**config.mk**
```make
export PLATFORM = sky130hd
export DESIGN_NAME = diameter_message_parser_core
export DESIGN_NICKNAME = d
export VERILOG_FILES = /design/src/rtl/core/dmp_pkg.sv /design/src/rtl/core/dmp_front.sv /design/src/rtl/core/dmp_queue.sv /design/src/rtl/core/dmp_back.sv /design/src/rtl/core/diameter_message_parser_core.sv
export SDC_FILE = /design/constraint.sdc
export NUM_CORES = 2
export LEC_CHECK = 0
export BUFFER_PORTS_ARGS = -buffer_cell sky130_fd_sc_hd__buf_4
export CORE_ASPECT_RATIO = 1.2
export CORE_UTILIZATION = 50
export DETAILED_ROUTE_END_ITERATION = 8
export GPL_TIMING_DRIVEN = 0
export HOLD_SLACK_MARGIN = 0.02
export PLACE_DENSITY = 0.67
export SYNTH_ARGS = -nofsm -noshare
export SYNTH_HDL_FRONTEND = slang
export SYNTH_HIERARCHICAL = 1
export SYNTH_SLANG_ARGS = --single-unit
```
**constraint.sdc**
```tcl
create_clock -name clk -period 38.1 [get_ports clk]
set_input_delay 3.81 -clock clk [delete_from_list [all_inputs] [get_ports clk]]
set_output_delay 3.81 -clock clk [all_outputs]
set_load 0.005 [all_outputs]
```
**src/rtl/core/dmp_pkg.sv**
```systemverilog
// Shared types and constants for the Diameter message parser core.
// Depends on nothing; every module of the core imports it.
`timescale 1ns / 1ps
`default_nettype none

package dmp_pkg;

    // Configuration register indexes
    localparam int unsigned CFG_IDX_W = 2;
    localparam logic [CFG_IDX_W-1:0] CFG_EXPECTED_COMMAND = 2'd0;
    localparam logic [CFG_IDX_W-1:0] CFG_WANTED_CODE_A    = 2'd1;
    localparam logic [CFG_IDX_W-1:0] CFG_WANTED_CODE_B    = 2'd2;
    localparam logic [CFG_IDX_W-1:0] CFG_WANTED_CODE_C    = 2'd3;

    // Configuration reset values
    localparam logic [23:0] RST_EXPECTED_COMMAND = 24'd257;
    localparam logic [31:0] RST_WANTED_CODE_A    = 32'd264;
    localparam logic [31:0] RST_WANTED_CODE_B    = 32'd296;
    localparam logic [31:0] RST_WANTED_CODE_C    = 32'd1;

    // Event kinds
    localparam logic [1:0] EV_HEADER  = 2'd0;
    localparam logic [1:0] EV_AVP     = 2'd1;
    localparam logic [1:0] EV_PAYLOAD = 2'd2;
    localparam logic [1:0] EV_VERDICT = 2'd3;

    // Error codes
    localparam logic [3:0] ERR_NONE        = 4'd0;
    localparam logic [3:0] ERR_SHORT       = 4'd1;
    localparam logic [3:0] ERR_VERSION     = 4'd2;
    localparam logic [3:0] ERR_LEN_SMALL   = 4'd3;
    localparam logic [3:0] ERR_LEN_EXCEEDS = 4'd4;
    localparam logic [3:0] ERR_COMMAND     = 4'd5;
    localparam logic [3:0] ERR_AVP_TRUNC   = 4'd6;
    localparam logic [3:0] ERR_AVP_LENGTH  = 4'd7;
    localparam logic [3:0] ERR_AVP_OVERRUN = 4'd8;

    // Framing constants
    localparam logic [23:0] HDR_LEN        = 24'd20;
    localparam logic [23:0] HDR_LAST_POS   = 24'd19;
    localparam logic [7:0]  DIAM_VERSION   = 8'd1;
    localparam logic [23:0] COUNT_MAX      = 24'hFFFFFF;
    localparam logic [23:0] AVP_HLEN_BASE  = 24'd8;
    localparam logic [23:0] AVP_HLEN_VEND  = 24'd12;
    localparam logic [23:0] AVP_REL_LAST   = 24'd7;

    typedef struct packed {
        logic [7:0] in_byte;
        logic       end_of_packet;
    } dmp_in_t;

    typedef struct packed {
        logic [1:0]  event_res;
        logic [3:0]  error_code;
        logic [23:0] command_code;
        logic [7:0]  header_flags;
        logic [31:0] application_id;
        logic [31:0] hop_by_hop_id;
        logic [31:0] end_to_end_id;
        logic [31:0] avp_code;
        logic [7:0]  avp_flags;
        logic [23:0] avp_payload_length;
        logic [7:0]  payload_byte;
        logic        last_payload;
    } dmp_out_t;

    // One queued request: an optional header/descriptor/payload event
    // followed by an optional verdict, with the data both may need.
    typedef struct packed {
        logic        a_valid;
        logic [1:0]  a_kind;
        logic [3:0]  a_err;
        logic        v_valid;
        logic [3:0]  v_err;
        logic [23:0] command_code;
        logic [7:0]  header_flags;
        logic [31:0] application_id;
        logic [31:0] hop_by_hop_id;
        logic [31:0] end_to_end_id;
        logic [31:0] avp_code;
        logic [7:0]  avp_flags;
        logic [23:0] avp_payload_length;
        logic [7:0]  payload_byte;
        logic        last_payload;
    } dmp_rec_t;

    // Queue status seen by the top level
    typedef struct packed {
        logic full;
        logic head_valid;
    } dmp_q_status_t;

endpackage

`default_nettype wire

```
**src/rtl/core/dmp_front.sv**
```systemverilog
// Front end of the parser: configuration registers, header and AVP walk.
// Classifies each accepted byte; those that yield an event or a verdict become queue requests. Uses dmp_pkg.
`timescale 1ns / 1ps
`default_nettype none

module dmp_front
    import dmp_pkg::*;
(
    input  wire logic                 clk,
    input  wire logic                 rst_n,
    input  wire logic                 cfg_we,
    input  wire logic [CFG_IDX_W-1:0] cfg_index,
    input  wire logic [31:0]          cfg_data,
    input  wire logic                 take,
    input  wire dmp_in_t              item,
    output logic                      push,
    output dmp_rec_t                  rec
);

    localparam logic [1:0] ST_HEADER = 2'd0;
    localparam logic [1:0] ST_AVPHDR = 2'd1;
    localparam logic [1:0] ST_BODY   = 2'd2;
    localparam logic [1:0] ST_DONE   = 2'd3;

    logic [23:0] exp_cmd_reg;
    logic [31:0] want_a_reg;
    logic [31:0] want_b_reg;
    logic [31:0] want_c_reg;

    logic [23:0] byte_count_reg, byte_count_next;
    logic [23:0] msg_len_reg, msg_len_next;
    logic [7:0]  version_reg, version_next;
    logic [31:0] hf0_reg, hf0_next;
    logic [31:0] hf1_reg, hf1_next;
    logic [63:0] ids_reg, ids_next;
    logic [1:0]  stage_reg, stage_next;
    logic [23:0] avp_start_reg, avp_start_next;
    logic [23:0] avp_len_reg, avp_len_next;
    logic [31:0] avp_code_reg, avp_code_next;
    logic [7:0]  avp_flags_reg, avp_flags_next;
    logic [3:0]  pend_reg, pend_next;

    logic [7:0]  b;
    logic [23:0] pos;
    logic [23:0] rel;
    logic [24:0] pos_inc;
    logic [23:0] hlen_cur;
    logic [23:0] hlen_new;
    logic [25:0] end_cur;
    logic [25:0] end_new;
    logic [25:0] enter_at;
    logic        do_enter;
    logic        wanted;
    logic [3:0]  hdr_err;
    logic [23:0] count_after;

    // Hold configuration registers
    always_ff @(posedge clk or negedge rst_n)
    begin
        if (!rst_n)
        begin
            exp_cmd_reg <= RST_EXPECTED_COMMAND;
            want_a_reg  <= RST_WANTED_CODE_A;
            want_b_reg  <= RST_WANTED_CODE_B;
            want_c_reg  <= RST_WANTED_CODE_C;
        end
        else if (cfg_we)
        begin
            case (cfg_index)
                CFG_EXPECTED_COMMAND: exp_cmd_reg <= cfg_data[23:0];
                CFG_WANTED_CODE_A:    want_a_reg  <= cfg_data;
                CFG_WANTED_CODE_B:    want_b_reg  <= cfg_data;
                CFG_WANTED_CODE_C:    want_c_reg  <= cfg_data;
                default: ;
            endcase
        end
    end

    // Fixed views of the current AVP
    assign b        = item.in_byte;
    assign pos      = byte_count_reg;
    assign rel      = pos - avp_start_reg;
    assign pos_inc  = {1'b0, pos} + 25'd1;
    assign hlen_cur = avp_flags_reg[7] ? AVP_HLEN_VEND : AVP_HLEN_BASE;
    assign end_cur  = {2'b00, avp_start_reg}
                    + (({2'b00, avp_len_reg} + 26'd3) & ~26'd3);
    assign wanted   = (avp_code_reg == want_a_reg) || (avp_code_reg == want_b_reg)
                   || (avp_code_reg == want_c_reg);

    // Advance the walk by one byte
    always_comb
    begin
        byte_count_next = byte_count_reg;
        msg_len_next    = msg_len_reg;
        version_next    = version_reg;
        hf0_next        = hf0_reg;
        hf1_next        = hf1_reg;
        ids_next        = ids_reg;
        stage_next      = stage_reg;
        avp_start_next  = avp_start_reg;
        avp_len_next    = avp_len_reg;
        avp_code_next   = avp_code_reg;
        avp_flags_next  = avp_flags_reg;
        pend_next       = pend_reg;
        rec             = '0;
        do_enter        = 1'b0;
        enter_at        = '0;
        hlen_new        = AVP_HLEN_BASE;
        end_new         = '0;
        hdr_err         = ERR_NONE;
        count_after     = byte_count_reg;

        if (take)
        begin
            case (stage_reg)
                ST_HEADER:
                begin
                    if (pos == 24'd0)
                        version_next = b;
                    else if (pos <= 24'd3)
                        msg_len_next = {msg_len_reg[15:0], b};
                    else if (pos <= 24'd7)
                        hf0_next = {hf0_reg[23:0], b};
                    else if (pos <= 24'd11)
                        hf1_next = {hf1_reg[23:0], b};
                    else if (pos <= HDR_LAST_POS)
                        ids_next = {ids_reg[55:0], b};

                    if (pos == HDR_LAST_POS)
                    begin
                        if (version_next != DIAM_VERSION)
                            hdr_err = ERR_VERSION;
                        else if (msg_len_next < HDR_LEN)
                            hdr_err = ERR_LEN_SMALL;
                        else if (hf0_next[23:0] != exp_cmd_reg || !hf0_next[31])
                            hdr_err = ERR_COMMAND;
                        pend_next   = hdr_err;
                        rec.a_valid = 1'b1;
                        rec.a_kind  = EV_HEADER;
                        rec.a_err   = hdr_err;
                        if (hdr_err != ERR_NONE)
                            stage_next = ST_DONE;
                        else
                        begin
                            do_enter = 1'b1;
                            enter_at = {2'b00, HDR_LEN};
                        end
                    end
                end

                ST_AVPHDR:
                begin
                    if (rel <= 24'd3)
                        avp_code_next = {avp_code_reg[23:0], b};
                    else if (rel == 24'd4)
                        avp_flags_next = b;
                    else
                        avp_len_next = {avp_len_reg[15:0], b};

                    if (rel == AVP_REL_LAST)
                    begin
                        hlen_new = avp_flags_next[7] ? AVP_HLEN_VEND : AVP_HLEN_BASE;
                        end_new  = {2'b00, avp_start_reg}
                                 + (({2'b00, avp_len_next} + 26'd3) & ~26'd3);
                        if (avp_len_next < hlen_new)
                        begin
                            pend_next  = ERR_AVP_LENGTH;
                            stage_next = ST_DONE;
                        end
                        else if (({1'b0, avp_start_reg} + {1'b0, avp_len_next})
                                 > {1'b0, msg_len_reg})
                        begin
                            pend_next  = ERR_AVP_OVERRUN;
                            stage_next = ST_DONE;
                        end
                        else
                        begin
                            rec.a_valid            = 1'b1;
                            rec.a_kind             = EV_AVP;
                            rec.avp_payload_length = avp_len_next - hlen_new;
                            if ({1'b0, pos_inc} == end_new
                                || pos_inc == {1'b0, msg_len_reg})
                            begin
                                do_enter = 1'b1;
                                enter_at = end_new;
                            end
                            else
                                stage_next = ST_BODY;
                        end
                    end
                end

                ST_BODY:
                begin
                    if (rel >= hlen_cur && rel < avp_len_reg && wanted)
                    begin
                        rec.a_valid            = 1'b1;
                        rec.a_kind             = EV_PAYLOAD;
                        rec.avp_payload_length = avp_len_reg - hlen_cur;
                        rec.payload_byte       = b;
                        rec.last_payload       = ({1'b0, rel} + 25'd1) == {1'b0, avp_len_reg};
                    end
                    if ({1'b0, pos_inc} == end_cur || pos_inc == {1'b0, msg_len_reg})
                    begin
                        do_enter = 1'b1;
                        enter_at = end_cur;
                    end
                end

                default: ;
            endcase

            // Move to the next AVP or finish the walk
            if (do_enter)
            begin
                if (enter_at >= {2'b00, msg_len_next})
                    stage_next = ST_DONE;
                else if ((enter_at + 26'd8) > {2'b00, msg_len_next})
                begin
                    pend_next  = ERR_AVP_TRUNC;
                    stage_next = ST_DONE;
                end
                else
                begin
                    avp_start_next = enter_at[23:0];
                    stage_next     = ST_AVPHDR;
                end
            end

            // Saturating byte counter
            if (byte_count_reg != COUNT_MAX)
                count_after = byte_count_reg + 24'd1;
            byte_count_next = count_after;

            // Snapshot header and AVP data for the queued request
            rec.command_code   = hf0_next[23:0];
            rec.header_flags   = hf0_next[31:24];
            rec.application_id = hf1_next;
            rec.hop_by_hop_id  = ids_next[63:32];
            rec.end_to_end_id  = ids_next[31:0];
            rec.avp_code       = avp_code_next;
            rec.avp_flags      = avp_flags_next;

            // Close the packet: verdict and re-arm
            if (item.end_of_packet)
            begin
                rec.v_valid = 1'b1;
                if (count_after < HDR_LEN)
                    rec.v_err = ERR_SHORT;
                else if (pend_next == ERR_VERSION || pend_next == ERR_LEN_SMALL)
                    rec.v_err = pend_next;
                else if (count_after < msg_len_next)
                    rec.v_err = ERR_LEN_EXCEEDS;
                else
                    rec.v_err = pend_next;

                byte_count_next = '0;
                msg_len_next    = '0;
                version_next    = '0;
                hf0_next        = '0;
                hf1_next        = '0;
                ids_next        = '0;
                stage_next      = ST_HEADER;
                avp_start_next  = HDR_LEN;
                avp_len_next    = '0;
                avp_code_next   = '0;
                avp_flags_next  = '0;
                pend_next       = ERR_NONE;
            end
        end
    end

    assign push = take && (rec.a_valid || rec.v_valid);

    // Hold parse state
    always_ff @(posedge clk or negedge rst_n)
    begin
        if (!rst_n)
        begin
            byte_count_reg <= '0;
            msg_len_reg    <= '0;
            version_reg    <= '0;
            hf0_reg        <= '0;
            hf1_reg        <= '0;
            ids_reg        <= '0;
            stage_reg      <= ST_HEADER;
            avp_start_reg  <= HDR_LEN;
            avp_len_reg    <= '0;
            avp_code_reg   <= '0;
            avp_flags_reg  <= '0;
            pend_reg       <= ERR_NONE;
        end
        else
        begin
            byte_count_reg <= byte_count_next;
            msg_len_reg    <= msg_len_next;
            version_reg    <= version_next;
            hf0_reg        <= hf0_next;
            hf1_reg        <= hf1_next;
            ids_reg        <= ids_next;
            stage_reg      <= stage_next;
            avp_start_reg  <= avp_start_next;
            avp_len_reg    <= avp_len_next;
            avp_code_reg   <= avp_code_next;
            avp_flags_reg  <= avp_flags_next;
            pend_reg       <= pend_next;
        end
    end

endmodule

`default_nettype wire

```
**src/rtl/core/dmp_queue.sv**
```systemverilog
// Short request queue between the parser front and the result back end.
// Register-based ring of dmp_rec_t entries. Uses dmp_pkg.
`timescale 1ns / 1ps
`default_nettype none

module dmp_queue
    import dmp_pkg::*;
#(
    parameter int unsigned DEPTH = 4
)
(
    input  wire logic       clk,
    input  wire logic       rst_n,
    input  wire logic       push,
    input  wire dmp_rec_t   push_rec,
    input  wire logic       pop,
    output dmp_rec_t        head,
    output dmp_q_status_t   status
);

    localparam int unsigned PTR_W = (DEPTH > 1) ? $clog2(DEPTH) : 1;
    localparam int unsigned CNT_W = $clog2(DEPTH + 1);
    localparam logic [PTR_W-1:0] PTR_LAST = PTR_W'(DEPTH - 1);
    localparam logic [CNT_W-1:0] CNT_FULL = CNT_W'(DEPTH);

    dmp_rec_t          entry_reg [DEPTH];
    logic [PTR_W-1:0]  wr_ptr_reg, wr_ptr_next;
    logic [PTR_W-1:0]  rd_ptr_reg, rd_ptr_next;
    logic [CNT_W-1:0]  count_reg, count_next;
    logic              do_push;
    logic              do_pop;

    assign do_push = push && (count_reg != CNT_FULL);
    assign do_pop  = pop && (count_reg != '0);

    // Advance pointers and fill count
    always_comb
    begin
        wr_ptr_next = wr_ptr_reg;
        rd_ptr_next = rd_ptr_reg;
        count_next  = count_reg;
        if (do_push)
            wr_ptr_next = (wr_ptr_reg == PTR_LAST) ? '0 : wr_ptr_reg + 1'b1;
        if (do_pop)
            rd_ptr_next = (rd_ptr_reg == PTR_LAST) ? '0 : rd_ptr_reg + 1'b1;
        if (do_push && !do_pop)
            count_next = count_reg + 1'b1;
        else if (do_pop && !do_push)
            count_next = count_reg - 1'b1;
    end

    always_ff @(posedge clk or negedge rst_n)
    begin
        if (!rst_n)
        begin
            wr_ptr_reg <= '0;
            rd_ptr_reg <= '0;
            count_reg  <= '0;
        end
        else
        begin
            wr_ptr_reg <= wr_ptr_next;
            rd_ptr_reg <= rd_ptr_next;
            count_reg  <= count_next;
        end
    end

    // Store the request
    always_ff @(posedge clk)
    begin
        if (do_push)
            entry_reg[wr_ptr_reg] <= push_rec;
    end

    assign head              = entry_reg[rd_ptr_reg];
    assign status.head_valid = (count_reg != '0);
    assign status.full       = (count_reg == CNT_FULL);

endmodule

`default_nettype wire

```
**src/rtl/core/dmp_back.sv**
```systemverilog
// Back end of the parser: expands queued requests into result items.
// Drives the output register. Uses dmp_pkg.
`timescale 1ns / 1ps
`default_nettype none

module dmp_back
    import dmp_pkg::*;
(
    input  wire logic     clk,
    input  wire logic     rst_n,
    input  wire dmp_rec_t head,
    input  wire logic     head_valid,
    input  wire logic     out_stall,
    output logic          pop,
    output logic          out_valid,
    output dmp_out_t      out_data
);

    logic     out_valid_reg, out_valid_next;
    dmp_out_t out_data_reg, out_data_next;
    logic     second_reg, second_next;
    logic     load;
    logic     emit_a;
    logic     hdr_on;
    logic     avp_on;
    logic     pay_on;

    assign load   = !out_valid_reg || !out_stall;
    assign emit_a = head.a_valid && !second_reg;
    assign hdr_on = emit_a ? (head.a_kind == EV_HEADER) : 1'b1;
    assign avp_on = emit_a && (head.a_kind == EV_AVP || head.a_kind == EV_PAYLOAD);
    assign pay_on = emit_a && (head.a_kind == EV_PAYLOAD);

    // Build the next result from the head request
    always_comb
    begin
        out_data_next.event_res          = emit_a ? head.a_kind : EV_VERDICT;
        out_data_next.error_code         = emit_a ? head.a_err : head.v_err;
        out_data_next.command_code       = hdr_on ? head.command_code : '0;
        out_data_next.header_flags       = hdr_on ? head.header_flags : '0;
        out_data_next.application_id     = hdr_on ? head.application_id : '0;
        out_data_next.hop_by_hop_id      = hdr_on ? head.hop_by_hop_id : '0;
        out_data_next.end_to_end_id      = hdr_on ? head.end_to_end_id : '0;
        out_data_next.avp_code           = avp_on ? head.avp_code : '0;
        out_data_next.avp_flags          = avp_on ? head.avp_flags : '0;
        out_data_next.avp_payload_length = avp_on ? head.avp_payload_length : '0;
        out_data_next.payload_byte       = pay_on ? head.payload_byte : '0;
        out_data_next.last_payload       = pay_on ? head.last_payload : 1'b0;
    end

    // Drop the request once its last result is loaded
    assign pop = load && head_valid && !(emit_a && head.v_valid);

    always_comb
    begin
        out_valid_next = out_valid_reg;
        second_next    = second_reg;
        if (load)
        begin
            out_valid_next = head_valid;
            if (head_valid)
                second_next = emit_a && head.v_valid;
        end
    end

    always_ff @(posedge clk or negedge rst_n)
    begin
        if (!rst_n)
        begin
            out_valid_reg <= 1'b0;
            second_reg    <= 1'b0;
        end
        else
        begin
            out_valid_reg <= out_valid_next;
            second_reg    <= second_next;
        end
    end

    // Hold the result while stalled
    always_ff @(posedge clk)
    begin
        if (load && head_valid)
            out_data_reg <= out_data_next;
    end

    assign out_valid = out_valid_reg;
    assign out_data  = out_data_reg;

endmodule

`default_nettype wire

```
**src/rtl/core/diameter_message_parser_core.sv**
```systemverilog
// Diameter message parser core: top level tying front, queue and back end.
// Depends on dmp_pkg, dmp_front, dmp_queue and dmp_back.
//
// Usage: message bytes enter on in_valid/in_stall/in_data, one request per
// cycle while in_stall is low, with end_of_packet on the last byte. Results
// leave on out_valid/out_stall/out_data: a header event on byte 19, a
// descriptor per AVP, payload bytes of the three selected AVP codes, and a
// verdict on the end-of-packet byte. Configuration is written through
// cfg_we/cfg_index/cfg_data while the block is idle.
// The first result of a byte is registered in the queue and then in the
// output register. A byte that yields two results (any event plus the
// verdict) holds the output for both, and the FIFO_DEPTH-entry queue
// absorbs that. in_stall rises only while the queue is full.
// Reset: configuration returns to its defaults, the parser re-arms at the
// header, the queue empties and out_valid drops.
// Receiver stall: the output register holds its result; the queue fills and
// then in_stall is raised.
`timescale 1ns / 1ps
`default_nettype none

module diameter_message_parser_core
    import dmp_pkg::*;
#(
    parameter int unsigned FIFO_DEPTH = 4
)
(
    input  wire logic                 clk,
    input  wire logic                 rst_n,
    input  wire logic                 cfg_we,
    input  wire logic [CFG_IDX_W-1:0] cfg_index,
    input  wire logic [31:0]          cfg_data,
    input  wire logic                 in_valid,
    output logic                      in_stall,
    input  wire dmp_in_t              in_data,
    output logic                      out_valid,
    input  wire logic                 out_stall,
    output dmp_out_t                  out_data
);

    logic          take;
    logic          push;
    logic          pop;
    dmp_rec_t      push_rec;
    dmp_rec_t      head;
    dmp_q_status_t q_status;

    assign in_stall = q_status.full;
    assign take     = in_valid && !q_status.full;

    dmp_front u_front (
        .clk       (clk),
        .rst_n     (rst_n),
        .cfg_we    (cfg_we),
        .cfg_index (cfg_index),
        .cfg_data  (cfg_data),
        .take      (take),
        .item      (in_data),
        .push      (push),
        .rec       (push_rec)
    );

    dmp_queue #(
        .DEPTH (FIFO_DEPTH)
    ) u_queue (
        .clk      (clk),
        .rst_n    (rst_n),
        .push     (push),
        .push_rec (push_rec),
        .pop      (pop),
        .head     (head),
        .status   (q_status)
    );

    dmp_back u_back (
        .clk        (clk),
        .rst_n      (rst_n),
        .head       (head),
        .head_valid (q_status.head_valid),
        .out_stall  (out_stall),
        .pop        (pop),
        .out_valid  (out_valid),
        .out_data   (out_data)
    );

    // Header fields appear only in header events and verdicts
    a_hdr_zero: assert property (@(posedge clk) disable iff (!rst_n)
        out_valid && (out_data.event_res == EV_AVP || out_data.event_res == EV_PAYLOAD)
        |-> (out_data.command_code == '0 && out_data.application_id == '0
             && out_data.hop_by_hop_id == '0 && out_data.end_to_end_id == '0))
        else $error("header fields leak into an AVP event");

    // Payload marks appear only on payload events
    a_last_payload: assert property (@(posedge clk) disable iff (!rst_n)
        out_valid && out_data.last_payload |-> out_data.event_res == EV_PAYLOAD)
        else $error("last_payload set outside a payload event");

    // Non-verdict, non-header events never carry an error
    a_event_err: assert property (@(posedge clk) disable iff (!rst_n)
        out_valid && (out_data.event_res == EV_AVP || out_data.event_res == EV_PAYLOAD)
        |-> out_data.error_code == ERR_NONE)
        else $error("AVP event carries an error code");

    // Verdict codes stay within the defined set
    a_verdict_range: assert property (@(posedge clk) disable iff (!rst_n)
        out_valid && out_data.event_res == EV_VERDICT
        |-> out_data.error_code <= ERR_AVP_OVERRUN)
        else $error("verdict code out of range");

    // An empty queue never pops and never feeds a fresh result
    a_pop_empty: assert property (@(posedge clk) disable iff (!rst_n)
        !q_status.head_valid |-> !pop)
        else $error("pop from an empty queue");

endmodule

`default_nettype wire

```
# == Word level (Yosys, flattened, before mapping) ==
# Memories as Yosys holds them, arrays and structs flattened.
# Cells that the tools add are included.
# classes
n_addsub,16
reduce_logical,51
n_mux,127
n_eq_ne,32
magnitude_cmp,14
# ops
operator,n
24-bit 2-to-1 mux,23
32-bit 2-to-1 mux,16
64-bit 2-to-1 mux,7
213-bit 2-to-1 mux,1
26-bit 2-to-1 mux,7
32-bit equality test,3
8-bit 2-to-1 mux,11
26-bit one-hot mux with 3 select lines,1
4-bit 2-to-1 mux,19
24-bit less-than comparator,3
24-bit subtractor,3
24-bit by 26-bit adder with 26-bit output,2
25-bit by 26-bit equality test with 1-bit output,2
"24-bit by 1-bit adder with 25-bit output, second input constant",2
"24-bit by 2-bit adder with 25-bit output, second input constant",2
25-bit by 24-bit equality test with 1-bit output,2
"24-bit by 3-bit equality test with 1-bit output, second input constant",2
"24-bit by 2-bit less-or-equal comparator with 1-bit output, second input constant",2
"24-bit by 5-bit less-than comparator with 1-bit output, second input constant",2
24-bit one-hot mux with 2 select lines,1
33-bit 2-to-1 mux,1
3-bit 2-to-1 mux,9
"26-bit by 4-bit adder with 26-bit output, second input constant",1
26-bit by 24-bit greater-or-equal comparator with 1-bit output,1
other kinds (43),117
# totals
register_bits,614
ramBits,852
elab_cells,274
n_memories,1
# memory_table
name,depth,word_bits,read_ports,rd_ports_with_merged_regs,wr,line,source
u_queue.entry_reg,4,213,1,0,1,dmp_queue.sv:26,dmp_rec_t entry_reg [DEPTH];

# == Longest topological paths before layout ==
# depth
ltp_word,38
mapped_depth,74

# == By module ==
# The synthesis kept the hierarchy.
# modules_own_cells
mod,instances,area_per_inst_um2,cells_per_inst
dmp_front,1,33838.7,3888
dmp_queue,1,31154.9,1150
dmp_back,1,7826.3,451
diameter_message_parser_core,1,13.8,1

# == Worst setup path after synthesis ==
# OpenSTA, ideal clock, no wires.
# synth_path
path_kind,in2reg
start,input port out_stall
end,register u_back.second_reg
required_time_ns,37.955
stages,2
n_path_buf,0
slack_ns,17.233
arrival_ns,20.722
path_cell_list,a21boi_0 mux2_2
# synth_via
elab_chain_len,3
# synth_rtl
item,line,source
from (decl),diameter_message_parser_core.sv:36,"input wire logic out_stall,"
1-bit logical NOT,dmp_back.sv:28,assign load = !out_valid_reg || !out_stall;
1-bit logical OR,dmp_back.sv:28,
2-bit AND reduction (no source line),-,
to (signal assigned),dmp_back.sv:76,second_reg <= second_next;
to (decl),dmp_back.sv:21,"logic second_reg, second_next;"
# No other way between the ends.
# A chain may end at the register's enable or synchronous reset.

# == Worst setup path after layout ==
# layout_path
start,register u_front.avp_start_reg[17]
end,register u_front.avp_start_reg[18]
# layout_via
elab_chain_len,20
elab_cells_between_ends,48
cone_classes,add/sub: 6; order compare: 5; eq/ne: 6; mux: 27; reduce/logical: 4
# layout_rtl
item,line,source
from (decl),dmp_front.sv:37,"logic [23:0] avp_start_reg, avp_start_next;"
from (signal assigned),dmp_front.sv:302,avp_start_reg <= avp_start_next;
branches (longest 20 deep; another with 24-bit by 26-bit adder with 26-bit output),-,
# Parallel ways; which one is timed is not known. The select of a mux whose other input is x is not followed.

==> impl_metrics.tcl <==
set metrics [dict create \
    core.rowCount 153 \
    dominantRegCellSynth "edfxtp_1" \
    clk_latency_ns 0.81 \
    multi_input_area_sq_um 28700 \
    ioPinCount 257 \
    vias_per_cell 6.12 \
    critical_path.endpoint "u_front/avp_start_reg[18]" \
    ant_nets 0 \
    ys_seq_area_frac 0.577 \
    cp.required_ns 38.81 \
    wl_met3_mm 14.4 \
    area_growth_pct 13.5 \
    worstHoldPathType "reg2reg" \
    fillers 11800 \
    drv_cap 0 \
    ir_drop_mv 0.0497 \
    drt_iter0_drc 4624 \
    drtPass1Iterations 6 \
    dp_slack_ns 18.68 \
    setup_viol 0 \
    grt_antenna_before_repair 8 \
    worst_pin_slew_ns 1.44 \
    slew_headroom 0.0298 \
    root_buffer "clkbuf_16" \
    post_cts_buffers 0 \
    async_reset_ff_frac 0.278 \
    grt_max_degree 110 \
    cp_common_cell "a21oi_1" \
    setup_ws_ns 18.45 \
    p_seq_frac 0.398 \
    nNetsFinal 6200 \
    largest_reg_flops 852 \
    cts_num_sinks 1466 \
    p_sw_mw 1.80 \
    grt.total_usage 0.302 \
    power_frac_comb 0.339 \
    avgSynthCellArea_sq_um 13.3 \
    synth_cell_types 111 \
    synth_edf_count 1059 \
    p_clk_frac 0.263 \
    intPower_mw 3.62 \
    drv_slew 0 \
    p_leak_nw 31.7 \
    path_class "reg2reg" \
    status "completed" \
    highest_layer "met5" \
    layout_common_cells "edfxtp_1 (1059), dfrtp_1 (397), nor2_1 (357)" \
    final.setup_skew_ns 0.0443 \
    wl_met1_mm 89.0 \
    worstSetupStartpoint "u_front/avp_start_reg[17]" \
    clockBufferDepth 3 \
    switching_share 0.333 \
    endpoint_kind "flop" \
    critPathMaxFanout 10 \
    r2r_end "u_front/avp_start_reg[18]" \
    tritoncts "yes" \
    io_buffers 253 \
    synthCells 5490 \
    place_congestion 0.990 \
    power_density_nw_per_um2 65.6 \
    arrival_ns 20.36 \
    critical-path-slowest-cell "a2111oi_2" \
    cp.depth 67 \
    crit_buf_inv 10 \
    die_area_sq_um 147000 \
    cts_resized 0 \
    grt-ovfl-total 0 \
    drive_above_1_share 0.170 \
    ff_latch_area_sq_um 42000 \
    vias 48800 \
    cp_top_family "compound AO/OA/AOI/OAI gates" \
    r2r-start "u_front/avp_start_reg[17]" \
    worst-r2r-setup-slack_ns 18.45 \
    netlist_area_sq_um 72800 \
    start_kind "flop" \
    wl_per_cell_microns 27.9 \
    power.total_mw 5.42 \
    die_h_microns 420 \
    grt_pass1_wl_mm 322 \
    r2r_cells 67 \
    htree_levels 4 \
    cts_buffers 144 \
    core-area_sq_um 145000 \
    place_area_sq_um 77900 \
    hold_viol_final 0 \
    cts_hold_buf 0 \
    hpwl_mm 164 \
    drc 0 \
    critPathMaxStageDelay_ns 1.01 \
    drt_wl_total_mm 222 \
    postLayoutCoreUtil 0.571 \
    setup_tns_ns 0 \
    cts.reportedPaths.clkPinSlew_ns 0.07 \
    mostFrequentLayoutCell "edfxtp_1" \
    period_minus_slack_ns 19.65 \
    final_area_sq_um 82700 \
    fin_crit_sh 0.516 \
    start_util 0.503 \
    die_x_microns 350 \
    yosys_register_bits 1466 \
    grt_pass1_vias 48100 \
    syn_nets 5772 \
    rsz0062_at_grt "false" \
    fmax_mhz 50.9 \
    dr_wl_met2_mm 107 \
    ys_warn_count 6 \
]
==> logic make-up (layout without fill, tap and decap cells) <==
family	after synthesis	after routing	synth area share
xor+xnor	396	396	0.0497
other cells	1	7	0.0000515
fa+ha+maj	234	234	0.0407
flops	1466	1466	0.577
simple gates	1369	1369	0.0972
mux	513	513	0.110
buf+inv	523	1073	0.0303
compound gates	988	988	0.0956
==> cell type report <==
class / count / area share
Antenna cell: 6 / 0.000182
Buffer: 327 / 0.0179
Clock buffer: 189 / 0.0479
Clock inverter: 79 / 0.00965
Inverter: 196 / 0.00890
Multi-Input combinational cell: 3501 / 0.347
Sequential cell: 1466 / 0.508
Tap cell: 1937 / 0.0293
Timing Repair Buffer: 282 / 0.0317
==> metrics by stage <==
step                hold slack, ns  cells
floorplan                    0.447   5490
global placement             0.464   7680
detailed placement           0.475   7708
CTS                          0.506   7976
global route                 0.521   7979
finish                       0.509   7983
==> cells in the mapped netlist (31+ instances only) <==
cell type,number,share of area
nor2b_1,163,0.014
xnor2_1,293,0.035
nand4_1,69,0.0059
a22o_1,216,0.026
nand2_1,265,0.014
dfrtp_1,397,0.14
o21ai_0,136,0.0093
nor4_1,57,0.0049
nand2b_1,31,0.0027
a21oi_1,235,0.016
inv_1,192,0.0099
and3_1,63,0.0054
nor2_1,357,0.018
xor2_1,91,0.011
nand3_1,88,0.0060
edfxtp_1,1059,0.44
buf_2,51,0.0035
buf_1,35,0.0018
and2_1,87,0.0075
o22ai_1,63,0.0054
o21a_1,37,0.0038
nor3_1,57,0.0039
a21o_1,53,0.0055
clkbuf_1,209,0.011
mux4_2,213,0.066
mux2_2,135,0.021
mux2i_1,163,0.022
ha_1,229,0.039
==> power by group through the flow <==
stage / registers [mW] / clock network [mW] / logic, mW
final: 2.16 / 1.43 / 1.84
after detailed placement: 2.19 / 0 / 1.83
after global routing: 2.18 / 1.51 / 1.97
after floorplan: 2.22 / 0 / 1.12
after global placement: 2.29 / 0 / 1.78
after CTS: 2.16 / 1.45 / 1.84
==> how the worst min path moves through the flow <==
stage               slack [ns]                     start                  endpoint  cells after the start
global placement          0.46      u_queue/count_reg[2]      u_queue/count_reg[2]                      1
finish                    0.51  u_front/avp_flags_reg[6]  u_front/avp_flags_reg[6]                      1
floorplan                 0.45      u_queue/count_reg[2]      u_queue/count_reg[2]                      1
global route              0.52  u_front/avp_flags_reg[6]  u_front/avp_flags_reg[6]                      1
detailed placement        0.47      u_queue/count_reg[2]      u_queue/count_reg[2]                      1
CTS                       0.51    u_front/version_reg[0]    u_front/version_reg[0]                      1
==> worst reg2reg max path: cells and delay by family, from the launching register on <==
| kind | cells | cell delay (ns) |
|---|---|---|
| xor+xnor | 2 | 1.10 |
| compound gates | 34 | 9.88 |
| simple gates | 16 | 3.42 |
| buf+inv | 10 | 2.77 |
| fa+ha+maj | 4 | 1.22 |
| mux | 1 | 0.34 |
| flops | 1 | 0.84 |
==> per-layer routing <==
metal,global-route usage,up-vias
li1,-,21600
met1,0.392,24800
met2,0.489,1939
met3,0.0487,451
met4,0.156,4
met5,0,-
(Power assumes the default switching activity.)
